**config.mk**
```make
export PLATFORM = sky130hd
export DESIGN_NAME = vibration_alarm_controller
export DESIGN_NICKNAME = d
export VERILOG_FILES = /design/src/sv/vac_pkg.sv /design/src/sv/vac_calib.sv /design/src/sv/vac_ctrl.sv /design/src/sv/vibration_alarm_controller.sv
export SDC_FILE = /design/constraint.sdc
export NUM_CORES = 1
export LEC_CHECK = 0
export ABC_AREA = 1
export BUFFER_PORTS_ARGS = -buffer_cell sky130_fd_sc_hd__buf_2
export CAP_MARGIN = 10
export CELL_PAD_IN_SITES_DETAIL_PLACEMENT = 1
export CELL_PAD_IN_SITES_GLOBAL_PLACEMENT = 1
export CORE_MARGIN = 1
export CORE_UTILIZATION = 45
export DETAILED_ROUTE_END_ITERATION = 10
export GPL_TIMING_DRIVEN = 0
export PLACE_DENSITY = 0.81
export SYNTH_ARGS = -nofsm -noshare
export SYNTH_HDL_FRONTEND = slang
export SYNTH_SLANG_ARGS = --single-unit
```
**constraint.sdc**
```tcl
create_clock -name clk_i -period 10.15 [get_ports clk_i]
set_clock_uncertainty 0.1 [all_clocks]
set_input_delay 1.015 -clock clk_i [delete_from_list [all_inputs] [get_ports clk_i]]
set_output_delay 1.015 -clock clk_i [all_outputs]
set_load 0.005 [all_outputs]
```
**src/sv/vac_pkg.sv**
```systemverilog
`timescale 1ns / 1ps
`default_nettype none

package vac_pkg;

  localparam int unsigned CalSamplesDef = 64;

  localparam int unsigned ThrW     = 15;
  localparam int unsigned KeyW     = 3;
  localparam int unsigned LevelW   = 12;
  localparam int unsigned CfgIdxW  = 2;
  localparam int unsigned CfgDataW = 15;

  localparam logic [ThrW-1:0] ThrRst    = 15'd100;
  localparam logic [ThrW-1:0] MinThrRst = 15'd30;
  localparam logic [ThrW-1:0] ThrMax    = 15'h7fff;

  typedef enum logic [KeyW-1:0] {
    KEY_NONE   = 3'd0,
    KEY_SELECT = 3'd1,
    KEY_LEFT   = 3'd2,
    KEY_RIGHT  = 3'd3,
    KEY_UP     = 3'd4,
    KEY_DOWN   = 3'd5
  } key_e;

  typedef enum logic [CfgIdxW-1:0] {
    CFG_THR_START = 2'd0,
    CFG_MIN_THR   = 2'd1
  } cfg_idx_e;

  typedef struct packed {
    logic signed [15:0] gyro_x;
    logic signed [15:0] gyro_y;
    logic signed [15:0] gyro_z;
    logic [LevelW-1:0]  key_level;
  } in_t;

  typedef struct packed {
    logic               buzzer;
    logic               display_on;
    logic               alarm_latched;
    logic               menu_active;
    logic               calibrating;
    logic               chirp;
    logic [ThrW-1:0]    threshold;
    logic signed [15:0] corrected_x;
    logic signed [15:0] corrected_y;
    logic signed [15:0] corrected_z;
    key_e               key_code;
  } out_t;

  // calibration status handed to the control logic
  typedef struct packed {
    logic               calibrating;
    logic               div_busy;
    logic signed [15:0] offset_x;
    logic signed [15:0] offset_y;
    logic signed [15:0] offset_z;
  } cal_stat_t;

  // ladder windows, tested in priority order
  function automatic key_e decode_key(logic [LevelW-1:0] lv);
    key_e k;
    if (lv inside {[12'd2401:12'd2699]}) begin
      k = KEY_SELECT;
    end else if (lv inside {[12'd1601:12'd1999]}) begin
      k = KEY_LEFT;
    end else if (lv inside {[12'd401:12'd799]}) begin
      k = KEY_UP;
    end else if (lv inside {[12'd1001:12'd1299]}) begin
      k = KEY_DOWN;
    end else if (lv < 12'd300) begin
      k = KEY_RIGHT;
    end else begin
      k = KEY_NONE;
    end
    return k;
  endfunction

endpackage

`default_nettype wire

```
**src/sv/vac_calib.sv**
```systemverilog
`timescale 1ns / 1ps
`default_nettype none

module vac_calib #(
  parameter int unsigned CalSamples = vac_pkg::CalSamplesDef
) (
  input  wire logic              clk_i,
  input  wire logic              rst_ni,
  input  wire logic              step_i,
  input  vac_pkg::in_t           item_i,
  output vac_pkg::cal_stat_t     stat_o
);
  import vac_pkg::*;

  localparam int unsigned CntW  = $clog2(CalSamples + 1);
  localparam int unsigned Cb    = $clog2(CalSamples);
  localparam int unsigned AccW  = 16 + Cb;
  localparam int unsigned K     = AccW + Cb;
  localparam int unsigned MulW  = AccW + 2;
  localparam int unsigned ProdW = AccW + MulW;

  // ceil(2^K / n) gives an exact floor division for every biased sum
  localparam longint unsigned RecipL =
    ((64'd1 << K) + 64'(CalSamples) - 64'd1) / 64'(CalSamples);
  localparam logic [MulW-1:0] Recip = RecipL[MulW-1:0];
  // n * 32768 lifts every sum to a non-negative value
  localparam logic [AccW-1:0] Bias     = AccW'(64'(CalSamples) * 64'd32768);
  localparam logic [CntW-1:0] CntLast  = CntW'(CalSamples - 1);
  localparam logic [CntW-1:0] CntFull  = CntW'(CalSamples);

  logic [CntW-1:0]        cnt_q;
  logic                   busy_q;
  logic signed [AccW-1:0] acc_q [3];
  logic signed [15:0]     off_q [3];
  logic signed [15:0]     off_d [3];
  logic signed [15:0]     smp   [3];
  logic [AccW-1:0]        biased [3];
  logic [ProdW-1:0]       prod  [3];
  logic [15:0]            quot  [3];
  logic                   cal;

  assign cal = (cnt_q < CntFull);

  always_comb begin
    smp[0] = item_i.gyro_x;
    smp[1] = item_i.gyro_y;
    smp[2] = item_i.gyro_z;
    for (int a = 0; a < 3; a++) begin
      biased[a] = unsigned'(acc_q[a]) + Bias;
      prod[a]   = {{MulW{1'b0}}, biased[a]} * {{AccW{1'b0}}, Recip};
      quot[a]   = prod[a][K+15:K];
      // remove the bias of 32768 again
      off_d[a]  = signed'({~quot[a][15], quot[a][14:0]});
    end
  end

  always_ff @(posedge clk_i or negedge rst_ni) begin
    if (!rst_ni) begin
      cnt_q  <= '0;
      busy_q <= 1'b0;
      for (int a = 0; a < 3; a++) begin
        acc_q[a] <= '0;
        off_q[a] <= '0;
      end
    end else begin
      if (step_i && cal) begin
        for (int a = 0; a < 3; a++) begin
          acc_q[a] <= acc_q[a] + AccW'(smp[a]);
        end
        cnt_q  <= cnt_q + 1'b1;
        busy_q <= (cnt_q == CntLast);
      end else begin
        busy_q <= 1'b0;
      end
      if (busy_q) begin
        for (int a = 0; a < 3; a++) begin
          off_q[a] <= off_d[a];
        end
      end
    end
  end

  always_comb begin
    stat_o.calibrating = cal;
    stat_o.div_busy    = busy_q;
    stat_o.offset_x    = off_q[0];
    stat_o.offset_y    = off_q[1];
    stat_o.offset_z    = off_q[2];
  end

endmodule

`default_nettype wire

```
**src/sv/vac_ctrl.sv**
```systemverilog
`timescale 1ns / 1ps
`default_nettype none

module vac_ctrl (
  input  wire logic                         clk_i,
  input  wire logic                         rst_ni,
  input  wire logic                         step_i,
  input  vac_pkg::in_t                      item_i,
  input  vac_pkg::cal_stat_t                cal_i,
  input  wire logic                         cfg_we_i,
  input  wire logic [vac_pkg::CfgIdxW-1:0]  cfg_index_i,
  input  wire logic [vac_pkg::CfgDataW-1:0] cfg_data_i,
  output vac_pkg::out_t                     result_o
);
  import vac_pkg::*;

  logic            alarm_q, alarm_d;
  logic            menu_q, menu_d;
  logic            buzz_q, buzz_d;
  logic            disp_q, disp_d;
  logic [ThrW-1:0] thr_q, thr_d;
  logic [ThrW-1:0] min_thr_q;
  logic            chirp;
  logic            hit;
  key_e            key;
  logic signed [15:0] raw  [3];
  logic signed [15:0] off  [3];
  logic signed [15:0] corr [3];
  logic signed [16:0] c17  [3];
  logic signed [16:0] t17;

  always_comb begin
    key    = decode_key(item_i.key_level);
    raw[0] = item_i.gyro_x;
    raw[1] = item_i.gyro_y;
    raw[2] = item_i.gyro_z;
    off[0] = cal_i.offset_x;
    off[1] = cal_i.offset_y;
    off[2] = cal_i.offset_z;
    t17    = signed'({2'b00, thr_q});
    hit    = 1'b0;
    for (int a = 0; a < 3; a++) begin
      corr[a] = cal_i.calibrating ? 16'sd0 : (raw[a] - off[a]);
      c17[a]  = {corr[a][15], corr[a]};
      if ((c17[a] > t17) || (c17[a] < -t17)) begin
        hit = 1'b1;
      end
    end

    alarm_d = alarm_q;
    menu_d  = menu_q;
    buzz_d  = buzz_q;
    disp_d  = disp_q;
    thr_d   = thr_q;
    chirp   = 1'b0;

    if (!cal_i.calibrating) begin
      if (!alarm_q && hit) begin
        alarm_d = 1'b1;
        buzz_d  = 1'b1;
        disp_d  = 1'b1;
      end
      case (key)
        KEY_RIGHT: begin
          if (alarm_d) begin
            alarm_d = 1'b0;
            buzz_d  = 1'b0;
            disp_d  = 1'b0;
          end
        end
        KEY_SELECT: begin
          if (!menu_q) begin
            chirp   = 1'b1;
            buzz_d  = 1'b0;
            alarm_d = 1'b1;
            menu_d  = 1'b1;
            disp_d  = 1'b1;
          end
        end
        KEY_UP: begin
          if (menu_q && (thr_q != ThrMax)) begin
            thr_d = thr_q + 1'b1;
          end
        end
        KEY_DOWN: begin
          if (menu_q && (thr_q > min_thr_q)) begin
            thr_d = thr_q - 1'b1;
          end
        end
        KEY_LEFT: begin
          if (menu_q) begin
            alarm_d = 1'b0;
            menu_d  = 1'b0;
            disp_d  = 1'b0;
          end
        end
        default: begin
        end
      endcase
    end

    result_o.buzzer        = buzz_d;
    result_o.display_on    = disp_d;
    result_o.alarm_latched = alarm_d;
    result_o.menu_active   = menu_d;
    result_o.calibrating   = cal_i.calibrating;
    result_o.chirp         = chirp;
    result_o.threshold     = thr_d;
    result_o.corrected_x   = corr[0];
    result_o.corrected_y   = corr[1];
    result_o.corrected_z   = corr[2];
    result_o.key_code      = key;
  end

  always_ff @(posedge clk_i or negedge rst_ni) begin
    if (!rst_ni) begin
      alarm_q   <= 1'b0;
      menu_q    <= 1'b0;
      buzz_q    <= 1'b0;
      disp_q    <= 1'b0;
      thr_q     <= ThrRst;
      min_thr_q <= MinThrRst;
    end else begin
      if (step_i) begin
        alarm_q <= alarm_d;
        menu_q  <= menu_d;
        buzz_q  <= buzz_d;
        disp_q  <= disp_d;
      end
      // a start value write reloads the threshold
      if (cfg_we_i && (cfg_idx_e'(cfg_index_i) == CFG_THR_START)) begin
        thr_q <= cfg_data_i;
      end else if (step_i) begin
        thr_q <= thr_d;
      end
      if (cfg_we_i && (cfg_idx_e'(cfg_index_i) == CFG_MIN_THR)) begin
        min_thr_q <= cfg_data_i;
      end
    end
  end

endmodule

`default_nettype wire

```
**src/sv/vibration_alarm_controller.sv**
```systemverilog
// data path: input register, then processing into the result register
// throughput: one word per cycle without output stalls, but a bubble straight after the
//   last calibration word while the offset multipliers load the axis offsets
// reset: rst_ni is asynchronous, active low; it empties both stages, clears the
//   calibration count, sums, offsets and alarm/menu flags, and loads the default
//   threshold (100) and minimum threshold (30)
`timescale 1ns / 1ps
`default_nettype none

module vibration_alarm_controller #(
  parameter int unsigned CalSamples = vac_pkg::CalSamplesDef
) (
  input  wire logic                         clk_i,
  input  wire logic                         rst_ni,
  // sample words
  input  wire logic                         in_valid_i,
  output logic                              in_stall_o,
  input  vac_pkg::in_t                      in_data_i,
  // result words
  output logic                              out_valid_o,
  input  wire logic                         out_stall_i,
  output vac_pkg::out_t                     out_data_o,
  // register writes
  input  wire logic                         cfg_valid_i,
  output logic                              cfg_ready_o,
  input  wire logic [vac_pkg::CfgIdxW-1:0]  cfg_index_i,
  input  wire logic [vac_pkg::CfgDataW-1:0] cfg_data_i
);
  import vac_pkg::*;

  logic      in_vld_q;
  in_t       in_data_q;
  logic      out_vld_q;
  out_t      out_data_q;
  logic      out_free;
  logic      step;
  logic      cfg_we;
  cal_stat_t cal_stat;
  out_t      result;

  // output register can take a word when empty or being drained
  assign out_free = !out_vld_q || !out_stall_i;
  // the held word is processed when the output register is free and the offsets are not being loaded
  assign step     = in_vld_q && out_free && !cal_stat.div_busy;

  assign in_stall_o  = in_vld_q && !step;
  assign cfg_ready_o = 1'b1;
  assign cfg_we      = cfg_valid_i && cfg_ready_o;

  // input register
  always_ff @(posedge clk_i or negedge rst_ni) begin
    if (!rst_ni) begin
      in_vld_q <= 1'b0;
    end else if (in_valid_i && !in_stall_o) begin
      in_vld_q <= 1'b1;
    end else if (step) begin
      in_vld_q <= 1'b0;
    end
  end

  always_ff @(posedge clk_i) begin
    if (in_valid_i && !in_stall_o) begin
      in_data_q <= in_data_i;
    end
  end

  // offset calibration: sums, sample count and the floor-mean multipliers
  vac_calib #(
    .CalSamples (CalSamples)
  ) u_calib (
    .clk_i  (clk_i),
    .rst_ni (rst_ni),
    .step_i (step),
    .item_i (in_data_q),
    .stat_o (cal_stat)
  );

  // offset removal, threshold detection, key decode and menu flags
  vac_ctrl u_ctrl (
    .clk_i       (clk_i),
    .rst_ni      (rst_ni),
    .step_i      (step),
    .item_i      (in_data_q),
    .cal_i       (cal_stat),
    .cfg_we_i    (cfg_we),
    .cfg_index_i (cfg_index_i),
    .cfg_data_i  (cfg_data_i),
    .result_o    (result)
  );

  // result register
  always_ff @(posedge clk_i or negedge rst_ni) begin
    if (!rst_ni) begin
      out_vld_q <= 1'b0;
    end else if (step) begin
      out_vld_q <= 1'b1;
    end else if (!out_stall_i) begin
      out_vld_q <= 1'b0;
    end
  end

  always_ff @(posedge clk_i) begin
    if (step) begin
      out_data_q <= result;
    end
  end

  assign out_valid_o = out_vld_q;
  assign out_data_o  = out_data_q;

  // a select chirp always leaves the menu open, the alarm set and the buzzer quiet
  a_chirp_state: assert property (@(posedge clk_i) disable iff (!rst_ni)
    (out_vld_q && out_data_q.chirp) |->
      (out_data_q.menu_active && out_data_q.alarm_latched && !out_data_q.buzzer))
    else $error("chirp without menu entry state");

  // offset load lasts one cycle and follows a calibration step
  a_busy_once: assert property (@(posedge clk_i) disable iff (!rst_ni)
    cal_stat.div_busy |=> !cal_stat.div_busy)
    else $error("offset load longer than one cycle");

  a_busy_cause: assert property (@(posedge clk_i) disable iff (!rst_ni)
    $rose(cal_stat.div_busy) |-> ($past(step) && $past(cal_stat.calibrating)))
    else $error("offset load without a calibration word");

  // calibration words report zero corrected values
  a_cal_zero: assert property (@(posedge clk_i) disable iff (!rst_ni)
    (step && result.calibrating) |->
      ((result.corrected_x == 16'sd0) && (result.corrected_y == 16'sd0) &&
       (result.corrected_z == 16'sd0)))
    else $error("corrected value during calibration");

endmodule

`default_nettype wire
```
-- Word-level counts from Yosys, hierarchy flattened
Index checks and enable logic that the tools add are counted.
- equal/unequal tests: 9
- magnitude comparators: 17
- bitwise logic cells: 4
- reduce and logical (&&, ||, !) cells: 28
- $add $sub $neg: 13
- multiplexer cells: 42
- operator list (kind ; number):
    15-bit 2-to-1 mux ; 5
    22-bit by 16-bit adder with 22-bit output ; 3
    22-bit adder (second input constant) ; 3
    16-bit by 17-bit < comparator with 1-bit output ; 3
    16-bit > comparator ; 3
    16-bit 2-to-1 mux ; 3
    16-bit subtractor ; 3
    15-bit one-hot mux with 2 select lines ; 1
    12-bit by 11-bit less-or-equal comparator with 1-bit output (second input constant) ; 2
    1-bit 2-to-1 mux ; 24
    15-bit negation with 17-bit output ; 1
    15-bit by 1-bit adder with 15-bit output (second input constant) ; 1
    15-bit > comparator ; 1
    15-bit != test (second input constant) ; 1
    15-bit by 1-bit subtractor with 15-bit output (second input constant) ; 1
    1-bit logical AND ; 14
    12-bit by 10-bit >= comparator with 1-bit output (second input constant) ; 1
    12-bit by 11-bit >= comparator with 1-bit output (second input constant) ; 1
    12-bit >= comparator (second input constant) ; 1
    12-bit by 9-bit >= comparator with 1-bit output (second input constant) ; 1
    12-bit by 10-bit less-or-equal comparator with 1-bit output (second input constant) ; 1
    12-bit less-or-equal comparator (second input constant) ; 1
    12-bit by 9-bit < comparator with 1-bit output (second input constant) ; 1
    3-bit 2-to-1 mux ; 4
    other kinds (17) ; 33
- input port bits: 82
- word-level logic and storage cells: 144
- output and inout bits: 75
- bits in registers: 290

-- Longest topological paths before layout
Gate-level depths: netlist (run 1).
- word-level depth: 13
- gate-level depth with buffers: 36
- gate-level depth less buffers: 36

-- Hierarchy
From an unflattened synthesis (run 1), not the netlist that was laid out.
- cell total of the unflattened synthesis: 2715
- area, all modules: 20851.2 um^2
- by module, submodules not included (module ; times used ; cells each ; area an instance (um^2) ; seq. area each (um^2)):
    vac_calib ; 1 ; 1266 ; 8848.5 ; 3052.9
    vac_ctrl ; 1 ; 1302 ; 7922.6 ; 859.6
    vibration_alarm_controller ; 1 ; 147 ; 4080.2 ; 4013.8

-- Least setup slack after synthesis (run 1)
OpenSTA, ideal clock, no wires.
- path kind: input to register
- from: input port out_stall_i
- to: register in_data_q[0] in the netlist's numbering (enable)
- setup slack: 2.060 ns
- data required time: 9.572 ns
- data arrival time: 7.512 ns
- buffers on the path: 0
- setup time: 0.478 ns
- cell stages on the path: 7
- cells stage by stage: nand2_1 nand2_1 nor2_1 inv_2 nand2_1 inv_1 nor2_1
- longest elaborated chain between the ends: 8
- ends and longest elaborated chain (what ; RTL line ; source):
    from (decl) ; vibration_alarm_controller.sv:21 ; input wire logic out_stall_i,
    1-bit zero test ; -- ;
    1-bit logical OR ; vibration_alarm_controller.sv:42 ; assign out_free = !out_vld_q || !out_stall_i;
    1-bit logical AND (2 in a row) ; vibration_alarm_controller.sv:44 ; assign step = in_vld_q && out_free && !cal_stat.div_busy;
    net step ; vibration_alarm_controller.sv:36 ; logic step;
    1-bit zero test ; vibration_alarm_controller.sv:46 ; assign in_stall_o = in_vld_q && !step;
    1-bit logical AND ; vibration_alarm_controller.sv:46 ;
    net in_stall_o ; vibration_alarm_controller.sv:17 ; output logic in_stall_o,
    1-bit zero test ; vibration_alarm_controller.sv:62 ; if (in_valid_i && !in_stall_o) begin
    1-bit logical AND ; vibration_alarm_controller.sv:62 ;
    to (signal assigned) ; vibration_alarm_controller.sv:63 ; in_data_q <= in_data_i;
    to (decl) ; vibration_alarm_controller.sv:32 ; in_t in_data_q;
The timed path passes the listed nets, and every way through them passes these cells.
A chain may end at the register's enable or synchronous reset.

==> flow_metrics.env, run 1 <==
export IMPL_status="completed"
export IMPL_start_util=0.455
export IMPL_yosysWarnings=0
export IMPL_ys_ff_latch=290
export IMPL_via_per_inst=5.64
export IMPL_fin_tns_setup_ps=0
export IMPL_period_share=0.513
export IMPL_syn2layout_area_growth_pct=14.3
export IMPL_grtUsageTotal=0.295
export IMPL_syn_area_sq_um=19000
export IMPL_cp_arrival_ps=5360
export IMPL_rsz0062_at_grt="no"
export IMPL_clock_latency_ps=550
export IMPL_path_common_cell="nand2_1"
export IMPL_drtPass1Iterations=5
export IMPL_drc=0
export IMPL_dp_slack_ps=5060
export IMPL_antenna_found_initial=0
export IMPL_syn_avg_cell_area_sq_um=8.32
export IMPL_synth_edf_count=132
export IMPL_end_kind="register"
export IMPL_clock_sinks=290
export IMPL_pin_count=157
export IMPL_critPathLaunchType="register"
export IMPL_fp_dieW_microns=208
export IMPL_wl_per_cell_microns=20.7
export IMPL_syn_nets=2596
export IMPL_synthArstFlopShare=0.545
export IMPL_fin_ws_ps=4950
export IMPL_cts_resized=0
export IMPL_required_ps=10300
export IMPL_p_total_mw=4.33
export IMPL_syn_inst=2289
export IMPL_post_dp_hpwl_mm=48.6
export IMPL_yosysUniqueCellTypes=57
export IMPL_final_layout_size_suffix_gt1_frac=0.110
export IMPL_cts_tree="done"
export IMPL_relSlewSlack=0.355
export IMPL_setup_violations=0
export IMPL_drv_slew=0
export IMPL_leakagePower_nw=10.4
export IMPL_post_cts_repair_setup_buffers=0
export IMPL_coreArea_sq_um=41900
export IMPL_nets=2792
export IMPL_crit_type="register to register"
export IMPL_hp_class="primary input to async pin"
export IMPL_clk_path_buf_depth=3
export IMPL_post_place_cells=2987
export IMPL_cpPeakStageDelay_ps=470
export IMPL_cp_max_fo=4
export IMPL_max_cap_violations=0
export IMPL_final_cell_mix="577 x nand2_1, 261 x inv_1, 219 x ha_1"
export IMPL_synth_flop_cell="dfrtp_1"
export IMPL_finalHoldViolations=0
export IMPL_cts_root_buffer="clkbuf_16"
export IMPL_vias=17200
export IMPL_grt_max_degree=84
export IMPL_rows=75
export IMPL_worst_pin_slew_ps=967
export IMPL_htreeDepth=2
export IMPL_port_buffers=155
export IMPL_p_per_area_nw_per_um2=199
export IMPL_die_area_sq_um=43100
export IMPL_cts_buffers=35
export IMPL_min_period_ps=5200
export IMPL_grt_pass1_wl_mm=99.8
export IMPL_clkTransAtPathRegs_ps=60
export IMPL_place_congestion=0.912
export IMPL_layout_commonest_cell="nand2_1"
export IMPL_finalNonFillerCells=3049
export IMPL_fin_area_sq_um=21800
export IMPL_yosysSeqAreaShare=0.416
export IMPL_die_h_microns=208
export IMPL_ctsHoldBuffers=0
export IMPL_routed_wl_mm=63.0
export IMPL_diodes=0
export IMPL_overflow=0
export IMPL_fmax_mhz=192
export IMPL_ant_nets=0
export IMPL_grt_pass1_vias=18300
export IMPL_drt_iter0_markers=899
export IMPL_dpl_cell_area_sq_um=20600
export IMPL_crit_path_top_delay_cell="a21oi_1"
export IMPL_ir_worst_vdd_v=0.000167
-- logic make-up after synthesis --
group,share of synthesized area
flip-flops,0.416
AND/OR/NAND/NOR,0.188
multiplexers,0.00236
adder cells (fa/ha/maj),0.150
buffers and inverters,0.0651
other,0.000197
XOR/XNOR,0.0322
AO/OA/AOI/OAI,0.146
-- critical path: cells and delay by family (launching register included) --
kind	cells	cell delay (ps)
adder cells (fa/ha/maj)	3	870
flip-flops	1	360
AND/OR/NAND/NOR	21	2270
AO/OA/AOI/OAI	6	1150
buffers and inverters	2	150
-- flip-flops by register name, summed over array words and instances (netlist names) --
register and flops:
out_data_o 72, u_calib.acc_q 66, in_data_q 60, u_calib.stat_o 48, u_ctrl.min_thr_q 15, u_ctrl.thr_q 15
u_calib.cnt_q 7, in_vld_q 1, out_valid_o 1, u_calib.busy_q 1, u_ctrl.alarm_q 1, u_ctrl.buzz_q 1
u_ctrl.disp_q 1, u_ctrl.menu_q 1
-- cell usage after synthesis (all sizes together) (5+ instances only) --
master	count	share of area
nand2	582	0.12
inv	272	0.054
o21ai	236	0.062
ha	219	0.14
a21oi	179	0.047
dfrtp	151	0.20
nor2	134	0.027
edfxtp	132	0.21
nand3	83	0.023
xor2	44	0.020
clkbuf	36	0.0072
xnor2	26	0.012
nand4	23	0.0082
nor3	20	0.0064
a31oi	18	0.0059
o22ai	18	0.0059
a21o	12	0.0047
buf	12	0.0032
o21bai	11	0.0043
o211ai	10	0.0039
nor4	8	0.0026
dfstp	7	0.0097
fa	6	0.0063
o21a	6	0.0024
o31ai	6	0.0024
clkinv	5	0.00099
or2	5	0.0016
-- final cells by class --
class	count	area (sq um)
Clock inverter	14	156
Tap cell	539	674
Sequential cell	290	7930
Multi-Input combinational cell	1674	9890
Timing Repair Buffer	159	873
Fill cell	5062	20100
Inverter	277	1040
Clock buffer	48	997
Buffer	48	198
-- final timing paths --
path                                                from                       endpoint  slack, ps  cells after the start
setup / recovery                 in_data_q[44]$_DFFE_PP_       out_data_o[69]$_DFFE_PP_       4950                     32
hold / removal                                    rst_ni   u_calib.acc_q[4]$_DFFE_PN0P_        350                      1
setup reg to reg                 in_data_q[44]$_DFFE_PP_       out_data_o[69]$_DFFE_PP_       4950                     32
hold reg to reg            u_calib.acc_q[43]$_DFFE_PN0P_  u_calib.acc_q[43]$_DFFE_PN0P_        370                      1
max in group asynchronous                         rst_ni    u_ctrl.thr_q[5]$_DFFE_PN1P_       8690                      2
min in group clk_i         u_calib.acc_q[43]$_DFFE_PN0P_  u_calib.acc_q[43]$_DFFE_PN0P_        370                      1
-- stage by stage --
| step | hold slack (ps) | util |
|---|---|---|
| 5_1_grt | 393 | 0.520 |
| 4_1_cts | 366 | 0.520 |
| 2_1_floorplan | 336 | - |
| 6_report | 345 | 0.520 |
| 3_3_place_gp | 354 | 0.490 |
| 3_5_place_dp | 358 | 0.492 |
-- power by group --
group / total, mW / leakage (nW) / switching, mW / internal, mW
clock network: 1.28 / 0.565 / 0.513 / 0.767
registers: 1.50 / 3.39 / 0.116 / 1.38
logic: 1.55 / 6.48 / 1.04 / 0.513
total: 4.33 / 10.4 / 1.67 / 2.66
-- per-layer routing --
layer	global-route usage	routed length [microns]	up-vias
met2	0.520	30900	413
met1	0.373	27200	8520
met4	0.121	2480	0
li1	-	-	8151
met5	0	0	-
met3	0.0280	2370	124
(Power assumes the default switching activity.)
==> run 2, diff against run 1 <==
Settings changed: CORE_UTILIZATION 45 to 42, PLACE_DENSITY 0.81 to 0.8.
Clock period 10.15 ns to 4.7 ns, I/O delays scaled along.
==> flow_metrics.env, run 2 (synthesized netlist as in run 1, its figures left out) <==
export IMPL_overflow=0
export IMPL_required_ps=5090
export IMPL_ir_worst_vdd_v=0.000245
export IMPL_min_delay_path_depth=3
export IMPL_crit_type="register to register"
export IMPL_final_cell_mix="568 x nand2_1, 260 x inv_1, 213 x ha_1"
export IMPL_rows=77
export IMPL_leakagePower_nw=10.8
export IMPL_nets=2874
export IMPL_port_buffers=155
export IMPL_fin_area_sq_um=22800
export IMPL_n_fill_cell=5391
export IMPL_critPathTopFamily="simple AND/OR/NAND/NOR gates"
export IMPL_drtPass1Iterations=5
export IMPL_clk_path_buf_depth=3
export IMPL_worst_pin_slew_ps=985
export IMPL_rr_worst_depth=36
export IMPL_multi_input_area_sq_um=10100
export IMPL_status="completed"
export IMPL_cpPeakStageDelay_ps=370
export IMPL_post_place_cells=3040
export IMPL_htreeDepth=2
export IMPL_drt_iter0_markers=920
export IMPL_die_area_sq_um=46200
export IMPL_vias=17300
export IMPL_seqCellArea_sq_um=7930
export IMPL_hp_class="primary input to register"
export IMPL_largest_reg_flops=72
export IMPL_critPathLaunchType="register"
export IMPL_coreArea_sq_um=44500
export IMPL_clock_latency_ps=570
export IMPL_clkTransAtPathRegs_ps=60
export IMPL_post_dp_hpwl_mm=47.8
export IMPL_ant_nets=0
export IMPL_grt_max_degree=85
export IMPL_via_per_inst=5.42
export IMPL_pin_count=157
export IMPL_holdWs_ps=66.6
export IMPL_drv_slew=0
export IMPL_cts_root_buffer="clkbuf_16"
export IMPL_start_util=0.428
export IMPL_path_common_cell="nand2_1"
export IMPL_crit_path_top_delay_cell="edfxtp_1"
export IMPL_max_cap_violations=0
export IMPL_p_per_area_nw_per_um2=414
export IMPL_final_layout_size_suffix_gt1_frac=0.134
export IMPL_diodes=0
export IMPL_die_h_microns=215
export IMPL_wl_per_cell_microns=20.0
export IMPL_cts_tree="done"
export IMPL_routed_wl_mm=63.8
export IMPL_relSlewSlack=0.342
export IMPL_finalNonFillerCells=3187
export IMPL_worst_path_stages=36
export IMPL_cp_max_fo=3
export IMPL_setup_violations=0
export IMPL_cts_buffers=37
export IMPL_clock_sinks=290
export IMPL_syn2layout_area_growth_pct=19.5
export IMPL_place_congestion=0.914
export IMPL_cp_arrival_ps=4940
export IMPL_grtUsageTotal=0.277
export IMPL_grt_pass1_wl_mm=101
export IMPL_finalHoldViolations=0
export IMPL_min_period_ps=4560
export IMPL_fmax_mhz=219
export IMPL_end_kind="register"
export IMPL_dpl_cell_area_sq_um=20700
export IMPL_p_total_mw=9.42
export IMPL_grt_pass1_vias=18400
export IMPL_cp_num_buf_inv=2
export IMPL_fp_dieW_microns=215
export IMPL_period_share=0.970
export IMPL_antenna_found_initial=0
export IMPL_drc=0
export IMPL_layout_commonest_cell="nand2_1"
[run 2: changes by cell type in the layout (fill, tap and decap cells not counted), moves of 9 or more]
cell / before / now
dlygate4sd3_1: 0 / 61
a21oi_2: 0 / 16
buf_4: 1 / 20
nand2_2: 4 / 13
o21ai_0: 207 / 198
nand2_1: 577 / 568
a21oi_1: 179 / 163
[run 2: through the flow]
step	util	setup TNS (ps)	worst slack, ps
final	0.511	0	143
after global routing	0.511	-789	-188
after CTS	0.504	0	14.4
after detailed placement	0.464	-987	-192
after global placement	0.462	-79550	-1350
after floorplan	-	0	439
[run 2: worst paths after layout]
path / end / start / slack, ps
max: u_ctrl.disp_q$_DFFE_PN0P_ / in_data_q[44]$_DFFE_PP_ / 140
min: in_vld_q$_DFFE_PN0P_ / in_valid_i / 70
max reg2reg: u_ctrl.disp_q$_DFFE_PN0P_ / in_data_q[44]$_DFFE_PP_ / 140
min reg2reg: u_calib.cnt_q[5]$_DFFE_PN0P_ / u_calib.cnt_q[5]$_DFFE_PN0P_ / 370
max in group asynchronous: u_ctrl.alarm_q$_DFFE_PN0P_ / rst_ni / 3280
min in group asynchronous: u_calib.acc_q[5]$_DFFE_PN0P_ / rst_ni / 350
[run 2: layout make-up]
cell class / instances / share of cell area
Buffer: 48 / 0.00885
Clock buffer: 49 / 0.0444
Clock inverter: 18 / 0.00594
Inverter: 277 / 0.0458
Multi-Input combinational cell: 1674 / 0.443
Sequential cell: 290 / 0.348
Tap cell: 592 / 0.0325
Timing Repair Buffer: 239 / 0.0714
[run 2: what timing repair did]
action / CTS / global route
hold buffers: 61 / 0
setup endpoints to repair: 6 / 6
hold endpoints to repair: 127 / 0
buffers inserted: 1 / 18
pin swaps: 2 / 28
gates resized for setup: 7 / 56
[run 2: metal layers]
| metal | vias to the layer above | GRT usage | wire [microns] |
|---|---|---|---|
| met5 | - | 0 | 0 |
| met4 | 0 | 0.107 | 2520 |
| met3 | 119 | 0.0300 | 2350 |
| met2 | 371 | 0.484 | 31400 |
| met1 | 8481 | 0.351 | 27500 |
| li1 | 8317 | - | - |
[run 2: tightest hold or removal path, cell delays in order]
cell and delay, ps:
buf_2 80, inv_1 60, nand2_1 70
[run 2: power breakdown]
part           switching (mW)  leakage, nW  internal, mW
Clock                    1.15        0.552          1.58
Combinational            2.25         6.84          1.20
Sequential              0.255         3.39          2.99
==> run 3, diff against run 2 <==
--- a/config.mk
+++ b/config.mk
@@ -17,2 +17,3 @@
 export PLACE_DENSITY = 0.8
+export SLEW_MARGIN = 20
 export SYNTH_ARGS = -nofsm -noshare
==> constraint.sdc (replaced) <==
create_clock -name clk_i -period 4.7 [get_ports clk_i]
set_clock_uncertainty 0.1 [all_clocks]
set_input_delay 0.94 -clock clk_i [delete_from_list [all_inputs] [get_ports clk_i]]
set_output_delay 0.94 -clock clk_i [all_outputs]
set_load 0.005 [all_outputs]
==> flow_metrics.env, run 3 (synthesized netlist as in run 1, its figures left out) <==
export IMPL_status="completed"
export IMPL_relSlewSlack=0.302
export IMPL_overflow=0
export IMPL_die_h_microns=215
export IMPL_fin_ws_ps=183
export IMPL_dp_slack_ps=-342
export IMPL_rr_endpoint="u_ctrl.disp_q$_DFFE_PN0P_"
export IMPL_vias=17200
export IMPL_period_share=0.961
export IMPL_rows=77
export IMPL_fp_dieW_microns=215
export IMPL_holdWs_ps=244
export IMPL_final_cell_mix="569 x nand2_1, 258 x inv_1, 214 x ha_1"
export IMPL_ctsHoldBuffers=0
export IMPL_routed_wl_mm=63.1
export IMPL_cts_root_buffer="clkbuf_16"
export IMPL_drtPass1Iterations=5
export IMPL_leakagePower_nw=10.6
export IMPL_fmax_mhz=221
export IMPL_pin_count=157
export IMPL_coreArea_sq_um=44500
export IMPL_die_area_sq_um=46200
export IMPL_start_util=0.428
export IMPL_clock_latency_ps=550
export IMPL_critPathLaunchType="register"
export IMPL_hp_class="primary input to async pin"
export IMPL_grt_max_degree=85
export IMPL_drv_slew=0
export IMPL_clk_path_buf_depth=3
export IMPL_antenna_found_initial=0
export IMPL_rr_startpoint="u_calib.cnt_q[6]$_DFFE_PN0P_"
export IMPL_ir_worst_vdd_v=0.000242
export IMPL_grt_pass1_wl_mm=98.6
export IMPL_required_ps=5080
export IMPL_cp_arrival_ps=4900
export IMPL_setup_violations=0
export IMPL_htreeDepth=2
export IMPL_clock_sinks=290
export IMPL_drt_iter0_markers=934
export IMPL_cts_buffers=34
export IMPL_min_period_ps=4520
export IMPL_cp_max_fo=11
export IMPL_diodes=0
export IMPL_drc=0
export IMPL_clkTransAtPathRegs_ps=60
export IMPL_layout_commonest_cell="nand2_1"
export IMPL_wl_per_cell_microns=20.2
export IMPL_grt_pass1_vias=18200
export IMPL_grtUsageTotal=0.272
export IMPL_worst_pin_slew_ps=1050
export IMPL_port_buffers=155
export IMPL_end_kind="register"
export IMPL_r2r_setup_slack_ps=180
export IMPL_finalHoldViolations=0
export IMPL_p_per_area_nw_per_um2=426
export IMPL_via_per_inst=5.53
export IMPL_final_layout_size_suffix_gt1_frac=0.135
export IMPL_post_dp_hpwl_mm=48.7
export IMPL_largest_reg_flops=72
export IMPL_cts_tree="done"
export IMPL_ant_nets=0
export IMPL_place_congestion=0.930
export IMPL_syn2layout_area_growth_pct=16.8
export IMPL_max_cap_violations=0
export IMPL_rr_worst_depth=24
export IMPL_nets=2809
export IMPL_crit_type="register to register"
export IMPL_p_total_mw=9.49
==> run 3: cell types whose count changed in the layout (fill, tap and decap cells not counted), sizes merged <==
cell / change
dlygate4sd3: -61
clkbuf: -4
bufinv: +4
clkinv: -5
inv: -2
==> run 3: layer usage <==
metal / up-vias / track usage / part of all wire
met4: 0 / 0.112 / 0.039
met2: 403 / 0.479 / 0.49
met5: - / 0 / 0
met3: 131 / 0.0307 / 0.039
met1: 8533 / 0.339 / 0.43
li1: 8172 / - / -
==> run 3: how the worst max path moves through the flow <==
stage          cells past startpoint  slack (ps)                    startpoint                         to
6_report                          24         180  u_calib.cnt_q[6]$_DFFE_PN0P_  u_ctrl.disp_q$_DFFE_PN0P_
5_1_grt                           38         -60       in_data_q[44]$_DFFE_PP_  u_ctrl.disp_q$_DFFE_PN0P_
4_1_cts                           33          20       in_data_q[44]$_DFFE_PP_   out_data_o[69]$_DFFE_PP_
3_5_place_dp                      20        -340  u_calib.cnt_q[6]$_DFFE_PN0P_   out_data_o[71]$_DFFE_PP_
3_3_place_gp                       8        -920                   out_stall_i    in_data_q[38]$_DFFE_PP_
2_1_floorplan                      7         630                   out_stall_i     in_data_q[0]$_DFFE_PP_
==> run 3: metrics by stage <==
step,instance area (sq um),std cells,setup TNS [ps],util
after global placement,20600,3036,-83160,0.462
after floorplan,19100,2289,0,-
final,22200,3119,0,0.500
after global routing,22200,3119,-139,0.500
after CTS,21900,3103,0,0.492
after detailed placement,20700,3042,-1800,0.466
==> run 3: where the power goes <==
group	switching, mW	leakage (nW)	internal, mW
clock network	1.09	0.560	1.71
registers	0.246	3.39	2.99
logic	2.26	6.60	1.18
total	3.60	10.6	5.89
==> run 3: worst max-delay path, stage by stage (launching register included) <==
cell and delay, ps:
dfrtp_1 400, clkbuf_2 280, inv_1 580, clkbuf_1 720
nor2_1 360, ha_1 310, nand2_1 60, inv_1 30
o21ai_0 180, nand2_1 110, nor2_2 140, nand3_1 80
nand2_1 60, nand2_1 50, inv_1 50, nand2_1 70
nor2_2 120, nand2_2 110, nor2_4 130, nand3_2 90
nand2_1 80, nand3_1 90, nand2_2 100, nand2_1 50
nand2_1 70
==> run 3: timing repair <==
action	in CTS	in global routing
endpoints found under the hold margin	0	0
gates resized for setup	9	55
setup buffers	1	16
setup endpoints to repair	6	6
pin swaps	0	22
==> run 3: final cells by class <==
cell class                      instances  area, sq um
Fill cell                            5412        22300
Multi-Input combinational cell       1674        10100
Sequential cell                       290         7930
Timing Repair Buffer                  178         1060
Inverter                              277         1050
Clock buffer                           46          958
Tap cell                              592          741
Clock inverter                         15          211
Buffer                                 47          196
